--- config.mk ---
export PLATFORM = sky130hd
export DESIGN_NAME = stick_to_dpad_with_auto_repeat_unit_flat
export DESIGN_NICKNAME = d
export VERILOG_FILES = /design/src/sv/stdar_pkg.sv /design/src/sv/stdar_ifs.sv /design/src/sv/stdar_axis.sv /design/src/sv/stdar_repeat.sv /design/src/sv/stick_to_dpad_with_auto_repeat_unit.sv /design/src/flat_wrapper.sv
export VERILOG_INCLUDE_DIRS = /design/src /design/src/sv
export SDC_FILE = /design/constraint.sdc
export NUM_CORES = 1
export LEC_CHECK = 0
export BUFFER_PORTS_ARGS = -buffer_cell sky130_fd_sc_hd__buf_2
export CAP_MARGIN = 20
export CELL_PAD_IN_SITES_DETAIL_PLACEMENT = 1
export CELL_PAD_IN_SITES_GLOBAL_PLACEMENT = 2
export CORE_MARGIN = 3
export CORE_UTILIZATION = 41
export DETAILED_ROUTE_END_ITERATION = 7
export GPL_TIMING_DRIVEN = 1
export PLACE_DENSITY = 0.82
export SYNTH_ARGS = -nofsm -noshare
export SYNTH_HDL_FRONTEND = slang
export SYNTH_HIERARCHICAL = 1
export SYNTH_SLANG_ARGS = --single-unit
--- constraint.sdc ---
create_clock -name i_clk -period 7.1 [get_ports i_clk]
set_input_delay 1.42 -clock i_clk [delete_from_list [all_inputs] [get_ports i_clk]]
set_output_delay 1.42 -clock i_clk [all_outputs]
set_load 0.02 [all_outputs]
--- src/sv/stick_to_dpad_with_auto_repeat_unit_defines.svh ---
// assertion macros for the stick to d-pad unit
// used by the top level, expects i_clk and i_rst_n in scope
`ifndef STICK_TO_DPAD_WITH_AUTO_REPEAT_UNIT_DEFINES_SVH
`define STICK_TO_DPAD_WITH_AUTO_REPEAT_UNIT_DEFINES_SVH

// same-cycle implication
`define STDAR_ASSERT_NOW(lbl, ante, cons) \
    lbl: assert property (@(posedge i_clk) disable iff (!i_rst_n) (ante) |-> (cons)) \
        else $error("stdar assertion failed");

// next-cycle implication
`define STDAR_ASSERT_NEXT(lbl, ante, cons) \
    lbl: assert property (@(posedge i_clk) disable iff (!i_rst_n) (ante) |=> (cons)) \
        else $error("stdar assertion failed");

`endif

--- src/sv/stdar_pkg.sv ---
// shared types and constants for the stick to d-pad unit
// no dependencies
`timescale 1ns / 1ps
`default_nettype none

package stdar_pkg;

    localparam int DIR_LSB = 4;

    localparam logic [6:0] DEAD_ZONE_RST    = 7'd64;
    localparam logic [7:0] FIRST_DELAY_RST  = 8'd15;
    localparam logic [7:0] REPEAT_DELAY_RST = 8'd6;
    localparam logic [7:0] FAST_AFTER_RST   = 8'd30;
    localparam logic [7:0] FAST_DELAY_RST   = 8'd1;
    localparam logic [7:0] COUNT_MAX        = 8'd255;

    typedef enum logic [1:0] {
        DIR_NONE = 2'd0,
        DIR_NEG  = 2'd1,
        DIR_POS  = 2'd2
    } t_dir;

    typedef enum logic [2:0] {
        CFG_DEAD_ZONE    = 3'd0,
        CFG_FIRST_DELAY  = 3'd1,
        CFG_REPEAT_DELAY = 3'd2,
        CFG_FAST_AFTER   = 3'd3,
        CFG_FAST_DELAY   = 3'd4
    } t_cfg_idx;

    typedef struct packed {
        logic [6:0] dead_zone;
        logic [7:0] first_delay;
        logic [7:0] repeat_delay;
        logic [7:0] fast_after;
        logic [7:0] fast_delay;
    } t_cfg;

    typedef struct packed {
        logic signed [7:0] stick_x;
        logic signed [7:0] stick_y;
        logic              has_stick;
        logic [15:0]       held_in;
        logic [15:0]       pressed_in;
    } t_in_item;

endpackage

`default_nettype wire

--- src/sv/stdar_ifs.sv ---
// valid/ready channel interfaces: input beat, result beat, config write
// depends on nothing
`timescale 1ns / 1ps
`default_nettype none

interface stdar_in_if;
    logic              valid;
    logic              ready;
    logic signed [7:0] stick_x;
    logic signed [7:0] stick_y;
    logic              has_stick;
    logic [15:0]       held_in;
    logic [15:0]       pressed_in;

    modport source (output valid, stick_x, stick_y, has_stick, held_in, pressed_in,
                    input ready);
    modport sink (input valid, stick_x, stick_y, has_stick, held_in, pressed_in,
                  output ready);
endinterface

interface stdar_out_if;
    logic        valid;
    logic        ready;
    logic [15:0] held_out;
    logic [15:0] pressed_out;

    modport source (output valid, held_out, pressed_out, input ready);
    modport sink (input valid, held_out, pressed_out, output ready);
endinterface

interface stdar_cfg_if;
    logic       valid;
    logic       ready;
    logic [2:0] index;
    logic [7:0] data;

    modport source (output valid, index, data, input ready);
    modport sink (input valid, index, data, output ready);
endinterface

`default_nettype wire

--- src/sv/stdar_axis.sv ---
// one stick axis against the dead zone: held bits, entry edges, new direction
// depends on stdar_pkg
`timescale 1ns / 1ps
`default_nettype none

module stdar_axis (
    input  wire logic signed [7:0] i_v,
    input  wire logic [6:0]        i_dead_zone,
    input  stdar_pkg::t_dir        i_last,
    output stdar_pkg::t_dir        o_dir,
    output logic [1:0]             o_held,
    output logic [1:0]             o_edge
);
    import stdar_pkg::*;

    logic signed [8:0] v9;
    logic signed [8:0] dz9;
    logic              neg;
    logic              pos;

    assign v9  = {i_v[7], i_v};
    assign dz9 = $signed({2'b00, i_dead_zone});
    assign neg = v9 < -dz9;
    assign pos = v9 > dz9;

    // bit 0 negative direction, bit 1 positive direction
    always_comb begin
        o_held = 2'b00;
        o_edge = 2'b00;
        o_dir  = DIR_NONE;
        if (neg) begin
            o_held[0] = 1'b1;
            o_edge[0] = (i_last != DIR_NEG);
            o_dir     = DIR_NEG;
        end else if (pos) begin
            o_held[1] = 1'b1;
            o_edge[1] = (i_last != DIR_POS);
            o_dir     = DIR_POS;
        end
    end

endmodule

`default_nettype wire

--- src/sv/stdar_repeat.sv ---
// direction auto-repeat: first delay, repeat delay, fast delay after a hold count
// depends on stdar_pkg
`timescale 1ns / 1ps
`default_nettype none

module stdar_repeat (
    input  wire logic             i_clk,
    input  wire logic             i_rst_n,
    input  wire logic             i_step,
    input  wire logic [3:0]       i_dirs,
    input  stdar_pkg::t_cfg       i_cfg,
    output logic [3:0]            o_press
);
    import stdar_pkg::*;

    typedef enum logic {
        RPT_IDLE,
        RPT_ACTIVE
    } t_rpt_state;

    t_rpt_state r_state, n_state;
    logic [7:0] r_count, n_count;
    logic [7:0] r_delay, n_delay;
    logic [7:0] r_hold,  n_hold;
    logic [7:0] count_inc;
    logic [7:0] hold_inc;
    logic       any_dir;
    logic       fire;

    assign any_dir   = |i_dirs;
    assign count_inc = (r_count < COUNT_MAX) ? r_count + 8'd1 : r_count;
    assign hold_inc  = (r_hold < i_cfg.fast_after) ? r_hold + 8'd1 : r_hold;
    assign fire      = (r_delay <= count_inc);

    always_comb begin
        n_state = r_state;
        n_count = r_count;
        n_delay = r_delay;
        n_hold  = r_hold;
        o_press = 4'b0000;
        case (r_state)
            RPT_IDLE: begin
                if (any_dir) begin
                    n_state = RPT_ACTIVE;
                    n_count = 8'd0;
                    n_delay = i_cfg.first_delay;
                    n_hold  = 8'd0;
                end
            end
            RPT_ACTIVE: begin
                if (!any_dir) begin
                    n_state = RPT_IDLE;
                end else begin
                    n_count = count_inc;
                    n_hold  = hold_inc;
                    if (fire) begin
                        n_count = 8'd0;
                        n_delay = i_cfg.repeat_delay;
                        o_press = i_dirs;
                    end
                    if (hold_inc >= i_cfg.fast_after) begin
                        n_delay = i_cfg.fast_delay;
                    end
                end
            end
            default: begin
                n_state = RPT_IDLE;
            end
        endcase
    end

    always_ff @(posedge i_clk) begin
        if (!i_rst_n) begin
            r_state <= RPT_IDLE;
            r_count <= 8'd0;
            r_delay <= 8'd0;
            r_hold  <= 8'd0;
        end else if (i_step) begin
            r_state <= n_state;
            r_count <= n_count;
            r_delay <= n_delay;
            r_hold  <= n_hold;
        end
    end

endmodule

`default_nettype wire

--- src/sv/stick_to_dpad_with_auto_repeat_unit.sv ---
// Stick to d-pad unit with direction auto-repeat.
// Channels: i_in carries one beat per frame tick (stick x/y, has_stick, held and
// pressed masks); o_out returns one beat per input beat (merged held mask,
// pressed mask with stick edges and repeated presses); i_cfg writes the five
// registers (0 dead zone, 1 first delay, 2 repeat delay, 3 fast after,
// 4 fast delay), other indexes are ignored. i_cfg is always ready.
// Accepted beats pass the input register and then the result register (o_out).
// Throughput: one beat per cycle while o_out takes results, set by the input
// register, the single digitize/repeat pass and the result register.
// Reset (synchronous, active low) empties both registers, restores the
// register defaults and clears the last directions and repeat state.
// When o_out stalls the result holds; one more beat is taken into the input
// register, then i_in.ready drops until the result is taken.
`timescale 1ns / 1ps
`default_nettype none

`include "stick_to_dpad_with_auto_repeat_unit_defines.svh"

module stick_to_dpad_with_auto_repeat_unit (
    input  wire logic     i_clk,
    input  wire logic     i_rst_n,
    stdar_in_if.sink      i_in,
    stdar_out_if.source   o_out,
    stdar_cfg_if.sink     i_cfg
);
    import stdar_pkg::*;

    t_cfg        r_cfg;
    t_in_item    r_in;
    logic        r_in_valid;
    logic        r_out_valid;
    logic [15:0] r_held_out;
    logic [15:0] r_pressed_out;
    t_dir        r_x_last;
    t_dir        r_y_last;

    logic        advance;
    logic        in_ready;
    logic        step;
    t_dir        x_dir;
    t_dir        y_dir;
    logic [1:0]  x_held;
    logic [1:0]  x_edge;
    logic [1:0]  y_held;
    logic [1:0]  y_edge;
    logic [3:0]  stick_held;
    logic [3:0]  stick_edge;
    logic [3:0]  dirs;
    logic [3:0]  rpt_press;
    logic [15:0] n_held;
    logic [15:0] n_pressed;

    assign advance  = !r_out_valid || o_out.ready;
    assign in_ready = !r_in_valid || advance;
    assign step     = r_in_valid && advance;

    assign i_in.ready        = in_ready;
    assign i_cfg.ready       = 1'b1;
    assign o_out.valid       = r_out_valid;
    assign o_out.held_out    = r_held_out;
    assign o_out.pressed_out = r_pressed_out;

    stdar_axis u_axis_x (
        .i_v         (r_in.stick_x),
        .i_dead_zone (r_cfg.dead_zone),
        .i_last      (r_x_last),
        .o_dir       (x_dir),
        .o_held      (x_held),
        .o_edge      (x_edge)
    );

    stdar_axis u_axis_y (
        .i_v         (r_in.stick_y),
        .i_dead_zone (r_cfg.dead_zone),
        .i_last      (r_y_last),
        .o_dir       (y_dir),
        .o_held      (y_held),
        .o_edge      (y_edge)
    );

    // order: up, down, left, right
    assign stick_held = r_in.has_stick ? {x_held, y_held} : 4'b0000;
    assign stick_edge = r_in.has_stick ? {x_edge, y_edge} : 4'b0000;

    always_comb begin
        n_held = r_in.held_in;
        n_held[DIR_LSB +: 4] = r_in.held_in[DIR_LSB +: 4] | stick_held;
    end

    assign dirs = n_held[DIR_LSB +: 4];

    stdar_repeat u_repeat (
        .i_clk   (i_clk),
        .i_rst_n (i_rst_n),
        .i_step  (step),
        .i_dirs  (dirs),
        .i_cfg   (r_cfg),
        .o_press (rpt_press)
    );

    always_comb begin
        n_pressed = r_in.pressed_in;
        n_pressed[DIR_LSB +: 4] = r_in.pressed_in[DIR_LSB +: 4] | stick_edge | rpt_press;
    end

    always_ff @(posedge i_clk) begin
        if (!i_rst_n) begin
            r_cfg.dead_zone    <= DEAD_ZONE_RST;
            r_cfg.first_delay  <= FIRST_DELAY_RST;
            r_cfg.repeat_delay <= REPEAT_DELAY_RST;
            r_cfg.fast_after   <= FAST_AFTER_RST;
            r_cfg.fast_delay   <= FAST_DELAY_RST;
        end else if (i_cfg.valid) begin
            case (i_cfg.index)
                CFG_DEAD_ZONE:    r_cfg.dead_zone    <= i_cfg.data[6:0];
                CFG_FIRST_DELAY:  r_cfg.first_delay  <= i_cfg.data;
                CFG_REPEAT_DELAY: r_cfg.repeat_delay <= i_cfg.data;
                CFG_FAST_AFTER:   r_cfg.fast_after   <= i_cfg.data;
                CFG_FAST_DELAY:   r_cfg.fast_delay   <= i_cfg.data;
                default: begin
                end
            endcase
        end
    end

    // input register
    always_ff @(posedge i_clk) begin
        if (!i_rst_n) begin
            r_in_valid <= 1'b0;
        end else if (in_ready) begin
            r_in_valid <= i_in.valid;
        end
    end

    always_ff @(posedge i_clk) begin
        if (in_ready && i_in.valid) begin
            r_in.stick_x    <= i_in.stick_x;
            r_in.stick_y    <= i_in.stick_y;
            r_in.has_stick  <= i_in.has_stick;
            r_in.held_in    <= i_in.held_in;
            r_in.pressed_in <= i_in.pressed_in;
        end
    end

    // last directions
    always_ff @(posedge i_clk) begin
        if (!i_rst_n) begin
            r_x_last <= DIR_NONE;
            r_y_last <= DIR_NONE;
        end else if (step && r_in.has_stick) begin
            r_x_last <= x_dir;
            r_y_last <= y_dir;
        end
    end

    // result register
    always_ff @(posedge i_clk) begin
        if (!i_rst_n) begin
            r_out_valid <= 1'b0;
        end else if (advance) begin
            r_out_valid <= r_in_valid;
        end
    end

    always_ff @(posedge i_clk) begin
        if (step) begin
            r_held_out    <= n_held;
            r_pressed_out <= n_pressed;
        end
    end

    `STDAR_ASSERT_NEXT(a_step_loads_result, step, r_out_valid)
    `STDAR_ASSERT_NOW(a_stall_means_full, !in_ready, r_in_valid && r_out_valid)
    `STDAR_ASSERT_NOW(a_axis_one_way, step, $onehot0(x_held) && $onehot0(y_held))

endmodule

`default_nettype wire
--- src/flat_wrapper.sv ---
// flat-port wrapper written by rule: the top's interface ports become plain ports
module stick_to_dpad_with_auto_repeat_unit_flat import stdar_pkg::*;
  (i_clk, i_rst_n, i_in_valid, i_in_stick_x, i_in_stick_y, i_in_has_stick, i_in_held_in, i_in_pressed_in, i_in_ready, o_out_valid, o_out_held_out, o_out_pressed_out, o_out_ready, i_cfg_valid, i_cfg_index, i_cfg_data, i_cfg_ready);
  stdar_in_if i_in_i ();
  stdar_out_if o_out_i ();
  stdar_cfg_if i_cfg_i ();
  input  wire logic i_clk;
  input  wire logic i_rst_n;
  input wire logic [$bits(i_in_i.valid)-1:0] i_in_valid;
  input wire logic [$bits(i_in_i.stick_x)-1:0] i_in_stick_x;
  input wire logic [$bits(i_in_i.stick_y)-1:0] i_in_stick_y;
  input wire logic [$bits(i_in_i.has_stick)-1:0] i_in_has_stick;
  input wire logic [$bits(i_in_i.held_in)-1:0] i_in_held_in;
  input wire logic [$bits(i_in_i.pressed_in)-1:0] i_in_pressed_in;
  output wire logic [$bits(i_in_i.ready)-1:0] i_in_ready;
  output wire logic [$bits(o_out_i.valid)-1:0] o_out_valid;
  output wire logic [$bits(o_out_i.held_out)-1:0] o_out_held_out;
  output wire logic [$bits(o_out_i.pressed_out)-1:0] o_out_pressed_out;
  input wire logic [$bits(o_out_i.ready)-1:0] o_out_ready;
  input wire logic [$bits(i_cfg_i.valid)-1:0] i_cfg_valid;
  input wire logic [$bits(i_cfg_i.index)-1:0] i_cfg_index;
  input wire logic [$bits(i_cfg_i.data)-1:0] i_cfg_data;
  output wire logic [$bits(i_cfg_i.ready)-1:0] i_cfg_ready;
  assign i_in_i.valid = i_in_valid;
  assign i_in_i.stick_x = i_in_stick_x;
  assign i_in_i.stick_y = i_in_stick_y;
  assign i_in_i.has_stick = i_in_has_stick;
  assign i_in_i.held_in = i_in_held_in;
  assign i_in_i.pressed_in = i_in_pressed_in;
  assign i_in_ready = i_in_i.ready;
  assign o_out_valid = o_out_i.valid;
  assign o_out_held_out = o_out_i.held_out;
  assign o_out_pressed_out = o_out_i.pressed_out;
  assign o_out_i.ready = o_out_ready;
  assign i_cfg_i.valid = i_cfg_valid;
  assign i_cfg_i.index = i_cfg_index;
  assign i_cfg_i.data = i_cfg_data;
  assign i_cfg_ready = i_cfg_i.ready;
  stick_to_dpad_with_auto_repeat_unit u_core (.i_clk(i_clk), .i_rst_n(i_rst_n), .i_in(i_in_i), .o_out(o_out_i), .i_cfg(i_cfg_i));
endmodule
==> results of run 1 <==
## cell usage in the layout, fill, tap and decap left out, types with 3 or more instances in the layout
cell / netlist / routed
nand3_1: 36 / 36
nand3_2: 4 / 4
o21ai_0: 37 / 37
xor2_1: 3 / 3
a211o_1: 12 / 12
edfxtp_1: 81 / 81
nand4b_1: 3 / 3
a21oi_1: 17 / 17
a21o_1: 13 / 13
ha_1: 57 / 57
a2bb2oi_1: 7 / 7
xnor2_1: 14 / 14
o21a_1: 4 / 4
buf_2: 9 / 98
a21oi_2: 7 / 7
a211oi_1: 4 / 4
nand2_1: 65 / 65
nor2b_1: 6 / 5
buf_4: 8 / 5
dfxtp_1: 70 / 70
a31oi_1: 5 / 5
nand4bb_1: 3 / 3
clkbuf_16: 0 / 17
mux2i_1: 27 / 27
inv_1: 37 / 37
nor4_1: 3 / 3
nand4_1: 10 / 10
and3_1: 10 / 10
nand2b_1: 3 / 3
clkinv_4: 0 / 3
and2_1: 5 / 4
nor3_1: 3 / 3
nor2_1: 27 / 27
nand3b_1: 4 / 4
inv_8: 0 / 9
o21ai_2: 14 / 14
## critical path: stages, from the launching register on
cell and delay (ns):
dfxtp_1 0.45, ha_1 0.29, a21o_1 0.18, a21oi_1 0.20, a21boi_2 0.69, nand4_1 0.20
xnor2_1 0.23, ha_1 0.28, a41o_1 0.23, a21oi_1 0.15, o31ai_2 0.14, buf_4 0.21
a211oi_4 0.66, a211o_1 0.21, a21oi_2 0.05
## final cells by class
type / count / area (um^2) / area share
Sequential cell: 151 / 3834 / 0.4392
Multi-Input combinational cell: 446 / 3352 / 0.3840
Clock inverter: 15 / 168.9 / 0.01935
Timing Repair Buffer: 103 / 528.0 / 0.06049
Tap cell: 225 / 281.5 / 0.03225
Clock buffer: 17 / 425.4 / 0.04874
Inverter: 37 / 138.9 / 0.01591
## power groups by stage
stage / Sequential, mW / Clock, mW / Combinational [mW]
after floorplan: 1.00 / 0 / 0.122
after global placement: 0.996 / 0 / 0.185
after detailed placement: 0.999 / 0 / 0.194
after CTS: 0.979 / 0.924 / 0.195
after global routing: 0.982 / 0.964 / 0.216
final: 0.979 / 0.903 / 0.193
## flip-flops by register name (all words and copies together), names as in the netlist
signal                    count
u_core/r_cfg                 39
u_core/r_in                  25
u_core/o_out.held_out        16
u_core/o_out.pressed_out     16
u_core/n_held                12
u_core/n_pressed             12
u_core/u_repeat/r_count       8
u_core/u_repeat/r_delay       8
u_core/u_repeat/r_hold        8
u_core/r_x_last               2
u_core/r_y_last               2
u_core/o_out.valid            1
u_core/r_in_valid             1
u_core/u_repeat/r_state       1
## how the worst max path moves through the flow
stage | end | slack, ns | cells past startpoint
after global placement | u_core/u_repeat/r_delay[7]$_SDFFE_PN0P_ | 2.83 | 12
after CTS | u_core/u_repeat/r_delay[7]$_SDFFE_PN0P_ | 2.62 | 13
after detailed placement | u_core/u_repeat/r_delay[7]$_SDFFE_PN0P_ | 2.66 | 12
after global routing | u_core/u_repeat/r_delay[0]$_SDFFE_PN0P_ | 2.41 | 14
after floorplan | u_core/u_repeat/r_delay[0]$_SDFFE_PN0P_ | 2.88 | 7
final | u_core/u_repeat/r_delay[7]$_SDFFE_PN0P_ | 2.75 | 14
## kinds of logic (layout without fill, tap and decap cells)
logic type,after synthesis,after routing,synth area share
adder cells (fa/ha/maj),57,57,0.09521
AO/OA/AOI/OAI,143,143,0.1430
buffers and inverters,71,172,0.04409
multiplexers,29,29,0.03908
flip-flops,151,151,0.5118
AND/OR/NAND/NOR,199,199,0.1465
XOR/XNOR,17,17,0.01988
other,1,1,0.0005006
## routing by layer
layer	GRT usage	routed length [um]	vias to the layer above
met3	0.03494	816	19
met4	0.05762	243	0
met1	0.2452	8361	2646
li1	-	-	2630
met5	0	0	-
met2	0.3326	9160	106
==> results.py, run 1 <==
metrics = {
    "run_status": {
        "outcome": "finished clean",
    },
    "final_layout": {
        "fin_nets": 878,
        "postLayoutCellArea_um2": 8728,
        "fill_cells": 1936,
        "fin_util": 0.4960,
        "area.growth.synth_to_final_pct": 16.52,
        "drive_gt1_frac": 0.2458,
        "finalNonFillerCells": 994,
        "n_antenna_cell": 0,
    },
    "clocking": {
        "cts.path.max_buffers": 2,
        "cts_tree": "done",
        "numCtsBuffers": 17,
        "cts_setup_buffers": 0,
        "ctsRootBufferMaster": "clkbuf_16",
        "cts.hold.buffers_added": 0,
        "clk_transition_reported_paths_ns": 0.07,
        "cts_resized": 0,
        "insertion_delay_ns": 0.43,
        "cts.sinks": 151,
        "h-tree-depth": 4,
    },
    "pwr": {
        "power_frac_clock": 0.435,
        "power-per-cell-area_nw_per_um2": 237.7,
        "combPwrFrac": 0.093,
        "power_frac_seq": 0.472,
        "vdd_drop_max_mv": 0.1822,
        "p_switching_uw": 565.8,
        "leakagePower_nw": 3.536,
        "power.total_mw": 2.075,
        "internal_power_mw": 1.509,
        "sw_frac_of_total": 0.2727,
    },
    "place": {
        "io_buffers": 98,
        "gp_congestion": 0.8254,
        "dpl_cell_area_um2": 8127,
        "dp_slack_ns": 2.655,
        "hpwl_um": 13620,
        "post-place-cells": 961,
    },
    "setup_path": {
        "path_max_fanout": 19,
        "cp.required_ns": 7.37,
        "critPathKind": "reg -> reg",
        "cp-start-kind": "flop",
        "r2r_end": "u_core/u_repeat/r_delay[7]$_SDFFE_PN0P_",
        "worstSetupStartpoint": "u_core/u_repeat/r_hold[6]$_SDFFE_PN0P_",
        "ff2ff_path_depth": 14,
        "cp.arrival_ns": 4.62,
        "cp-end-kind": "flop",
        "r2r-start": "u_core/u_repeat/r_hold[6]$_SDFFE_PN0P_",
        "rrSetupSlack_ns": 2.75,
    },
    "global_routing": {
        "grt_pass1_vias": 5774,
        "grt_start_max_net_pins": 66,
        "antenna_found_initial": 0,
        "grt_pass1_wl_um": 30440,
        "track_usage": 0.1923,
        "overflow": 0,
    },
    "logic_synthesis": {
        "synth-seq-cells": 151,
        "synth_nets": 790,
        "synth_edf_count": 81,
        "synth_top_area_frac": 0.3247,
        "async_flop_share": 0,
        "ys_top_cells_by_area": "edfxtp_1, dfxtp_1, ha_1, mux2i_1, nand2_1",
        "yosysMostFrequentCell": "edfxtp_1",
        "ys_types": 65,
        "ys.flop_type": "edfxtp_1",
        "ys_warn_count": 6,
        "ys_seq_area_frac": 0.5118,
        "postSynthAreaPerCell_um2": 11.21,
        "syn_inst": 668,
        "netlist_area_um2": 7491,
        "synthTopCellsByCount": "edfxtp_1, dfxtp_1, nand2_1, ha_1",
        "synth_top_area_cell": "edfxtp_1",
    },
    "sta": {
        "maxSlewViolCount": 0,
        "fin_skew_ns": 0.01158,
        "setup_violations": 0,
        "worst_slack_ns": 2.754,
        "fin_crit_ns": 4.346,
        "tns_ns": 0,
        "timing.final.crit_share": 0.6121,
        "worst_pin_slew_ns": 1.035,
        "timing.slew.headroom": 0.3089,
        "fmax_ghz": 0.2301,
        "hold_violations": 0,
        "rsz0062_at_grt": "false",
        "hold_slack_ns": 0.4213,
    },
    "detailed_routing": {
        "ant_nets": 0,
        "routed_wirelength_um": 18580,
        "drt_iter0_markers": 279,
        "post-route-drc-count": 0,
        "vias": 5401,
        "drt_pass1_iterations": 4,
        "wl_per_cell_um": 18.69,
        "viasPerCell": 5.434,
    },
    "min_path": {
        "whs_path_depth": 0,
        "hp-class": "reg -> reg",
        "min-delay-start": "u_core/n_held[13]$_DFFE_PP_",
        "min_to": "u_core/o_out.held_out[13]$_DFFE_PP_",
    },
    "floorplan": {
        "rows": 48,
        "design.die.area_um2": 19930,
        "die_h_um": 141.2,
        "start_util": 0.4257,
        "ios": 100,
        "floorplan.core_area_um2": 17600,
        "die_w_um": 141.2,
    },
    "job": {
        "maxCapViolCount": 0,
    },
}
(Power assumes the default switching activity.)
==> run 2, diff against run 1 <==
--- a/config.mk
+++ b/config.mk
@@ -6,15 +6,16 @@
 export SDC_FILE = /design/constraint.sdc
 export NUM_CORES = 1
 export LEC_CHECK = 0
+export ABC_AREA = 1
 export BUFFER_PORTS_ARGS = -buffer_cell sky130_fd_sc_hd__buf_2
 export CAP_MARGIN = 20
 export CELL_PAD_IN_SITES_DETAIL_PLACEMENT = 1
 export CELL_PAD_IN_SITES_GLOBAL_PLACEMENT = 2
 export CORE_MARGIN = 3
-export CORE_UTILIZATION = 41
+export CORE_UTILIZATION = 32
 export DETAILED_ROUTE_END_ITERATION = 7
 export GPL_TIMING_DRIVEN = 1
-export PLACE_DENSITY = 0.82
+export PLACE_DENSITY = 0.74
 export SYNTH_ARGS = -nofsm -noshare
 export SYNTH_HDL_FRONTEND = slang
 export SYNTH_HIERARCHICAL = 1
==> constraint.sdc (replaced) <==
create_clock -name i_clk -period 3.9 [get_ports i_clk]
set_input_delay 0.78 -clock i_clk [delete_from_list [all_inputs] [get_ports i_clk]]
set_output_delay 0.78 -clock i_clk [all_outputs]
set_load 0.02 [all_outputs]
==> run 2 against run 1 <==
  * Critical endpoint is now u_core/u_repeat/r_delay[0]$_SDFFE_PN0P_
  * Area after synthesis grew 3.7%
  * Via count up 10%
  * Critical path depth grew 8
  * Highest routed layer unchanged
  * Core utilization fell by 11 points
  * Count of clock-buffer cells in the layout is the same
  * Non-clock buffer count is 2 higher
  * Largest power group unchanged
  * Routed wire length is 3.8% higher
  * Hold slack worse by 0.0016 ns
  * Critical path type unchanged
==> results.py, run 2 <==
metrics = {
    "detailed_routing": {
        "viasPerCell": 4.450,
        "drt_iter0_markers": 269,
        "vias": 5958,
        "wl_per_cell_um": 14.40,
        "post-route-drc-count": 0,
        "ant_nets": 0,
        "drt_pass1_iterations": 4,
        "routed_wirelength_um": 19280,
    },
    "min_path": {
        "whs_path_depth": 0,
        "hp-class": "reg -> reg",
    },
    "final_layout": {
        "final_cell_mix": "nand2_1, inv_1, nor2_1, buf_2, edfxtp_1",
        "regMostFlops": "u_core/r_cfg",
        "postLayoutCellArea_um2": 9168,
        "layout_commonest_cell": "nand2_1",
        "multi_input_area_um2": 3272,
        "layout.area.seq_um2": 3834,
        "fin_nets": 1129,
        "fill_cells": 2869,
        "drive_gt1_frac": 0.1637,
        "biggestRegsByFlops": "u_core/r_cfg x39, u_core/r_in x25",
        "area.growth.synth_to_final_pct": 18.04,
        "largest_reg_flops": 39,
        "n_antenna_cell": 0,
    },
    "pwr": {
        "sw_frac_of_total": 0.2881,
        "power_frac_seq": 0.458,
        "vdd_drop_max_mv": 0.2350,
        "p_switching_mw": 1.128,
        "combPwrFrac": 0.111,
        "internal_power_mw": 2.789,
        "power-per-cell-area_nw_per_um2": 427.3,
        "leakagePower_nw": 4.301,
        "power_frac_clock": 0.431,
    },
    "place": {
        "gp_congestion": 0.7520,
        "io_buffers": 98,
        "dp_slack_ns": 0.3247,
        "dpl_cell_area_um2": 8509,
        "hpwl_um": 14430,
    },
    "logic_synthesis": {
        "ys.flop_type": "edfxtp_1",
        "ys_types": 38,
        "async_flop_share": 0,
        "syn_inst": 909,
        "netlist_area_um2": 7766,
        "yosysMostFrequentCell": "nand2_1",
        "postSynthAreaPerCell_um2": 8.544,
        "ys_seq_area_frac": 0.4936,
        "synth_edf_count": 81,
        "synth-seq-cells": 151,
        "synth_nets": 1031,
        "synth_top_area_cell": "edfxtp_1",
        "synthTopCellsByCount": "nand2_1, inv_1, nor2_1, edfxtp_1, dfxtp_1",
        "ys_warn_count": 6,
        "synth_top_area_frac": 0.3132,
        "ys_top_cells_by_area": "edfxtp_1, dfxtp_1, nand2_1, ha_1, inv_1",
    },
    "sta": {
        "hold_slack_ns": 0.4197,
        "fin_crit_ns": 3.462,
        "maxSlewViolCount": 0,
        "fin_skew_ns": 0.01310,
        "timing.slew.headroom": 0.5255,
        "setup_violations": 0,
        "fmax_ghz": 0.2889,
        "tns_ns": 0,
        "worst_slack_ns": 0.4385,
        "rsz0062_at_grt": "false",
        "worst_pin_slew_ns": 0.7097,
        "timing.final.crit_share": 0.8876,
        "hold_violations": 0,
    },
    "global_routing": {
        "grt_start_max_net_pins": 50,
        "antenna_found_initial": 0,
        "grt_pass1_wl_um": 31930,
        "overflow": 0,
        "track_usage": 0.1528,
        "grt_pass1_vias": 6091,
    },
    "clocking": {
        "numCtsBuffers": 17,
        "cts_tree": "done",
        "insertion_delay_ns": 0.42,
        "cts.sinks": 151,
        "clk_transition_reported_paths_ns": 0.08,
        "ctsRootBufferMaster": "clkbuf_16",
        "h-tree-depth": 4,
        "cts.path.max_buffers": 2,
    },
    "floorplan": {
        "start_util": 0.3279,
        "die_h_um": 161.8,
        "die_w_um": 161.8,
        "design.die.area_um2": 26170,
        "ios": 100,
        "rows": 56,
        "floorplan.core_area_um2": 23680,
    },
    "setup_path": {
        "ff2ff_path_depth": 22,
        "cp-end-kind": "flop",
        "cp-start-kind": "flop",
        "cp.arrival_ns": 3.78,
        "cp.required_ns": 4.22,
        "path_max_fanout": 16,
        "critPathKind": "reg -> reg",
    },
    "job": {
        "maxCapViolCount": 0,
    },
    "run_status": {
        "outcome": "finished clean",
    },
}
==> run 2: cell count changes after synthesis, moves of 14 or more <==
cell,delta
a21oi_1,+18
o21ai_0,-21
nand2_1,+164
nand3_1,+20
xor2_1,+14
nor2_1,+92
o21ai_2,-14
mux2i_1,-27
inv_1,+90
==> run 2: path summary, 6_finish.rpt <==
check | startpoint | end | slack, ns
worst max-delay path | u_core/r_cfg[32]$_SDFFE_PN0P_ | u_core/u_repeat/r_delay[0]$_SDFFE_PN0P_ | 0.44
worst min register to register | u_core/n_held[3]$_DFFE_PP_ | u_core/o_out.held_out[3]$_DFFE_PP_ | 0.42
worst min-delay path | u_core/n_held[3]$_DFFE_PP_ | u_core/o_out.held_out[3]$_DFFE_PP_ | 0.42
worst max register to register | u_core/r_cfg[32]$_SDFFE_PN0P_ | u_core/u_repeat/r_delay[0]$_SDFFE_PN0P_ | 0.44
==> run 2: critical path: stages (launching register included) <==
cell and delay (ns):
dfxtp_1 0.42, inv_1 0.09, ha_1 0.22, nand3_1 0.13
nor2_1 0.06, nand2_1 0.10, nor2_1 0.05, ha_1 0.38
nand2_2 0.08, nor2_2 0.13, nand2_1 0.11, nand3_1 0.10
nand2_1 0.07, nand2_2 0.09, nor2_1 0.07, a21o_1 0.18
inv_1 0.09, nand4_1 0.10, nand2_1 0.34, o21bai_4 0.31
nand2_1 0.10, nand2_1 0.08, nor2_1 0.05
==> run 2: metal layers <==
layer | GRT usage | vias up | part of all wire
li1 | - | 3120 | -
met1 | 0.2108 | 2727 | 0.50
met2 | 0.2507 | 98 | 0.45
met3 | 0.02423 | 13 | 0.037
met4 | 0.04071 | 0 | 0.0094
met5 | 0 | - | 0
==> run 2: area by class of cell <==
| type | count | area share |
|---|---|---|
| clock buffers | 17 | 0.04640 |
| clock inverters | 15 | 0.02115 |
| inverters | 130 | 0.05323 |
| multi-input cells | 602 | 0.3569 |
| flip-flops and latches | 151 | 0.4182 |
| well taps | 319 | 0.04354 |
| repair buffers | 105 | 0.06060 |
==> run 2: kinds of logic after synthesis <==
family,after synthesis,share of synthesized area
simple gates,458,0.2539
xor+xnor,19,0.02143
flops,151,0.4936
other cells,1,0.0004829
buf+inv,156,0.08796
fa+ha+maj,57,0.09183
compound gates,67,0.05075
==> run 2: repair_timing <==
item,in CTS,in global routing
setup endpoints to repair,0,12
setup buffers,0,1
resized for setup,0,2
hold buffers,0,0
==> run 2: power groups by stage <==
stage	combinational, mW	sequential, mW	clock (mW)
global placement	0.425	1.83	0
detailed placement	0.434	1.83	0
finish	0.434	1.79	1.69
floorplan	0.296	1.84	0
global route	0.504	1.80	1.81
CTS	0.438	1.80	1.76
==> run 2: stage by stage <==
stage | utilization | total power, mW | cells
4_1_cts | 0.3855 | 3.989 | 1337
6_report | 0.3871 | 3.917 | 1339
3_3_place_gp | 0.3593 | 2.254 | 1305
2_1_floorplan | - | 2.135 | 909
5_1_grt | 0.3871 | 4.122 | 1339
3_5_place_dp | 0.3593 | 2.266 | 1305
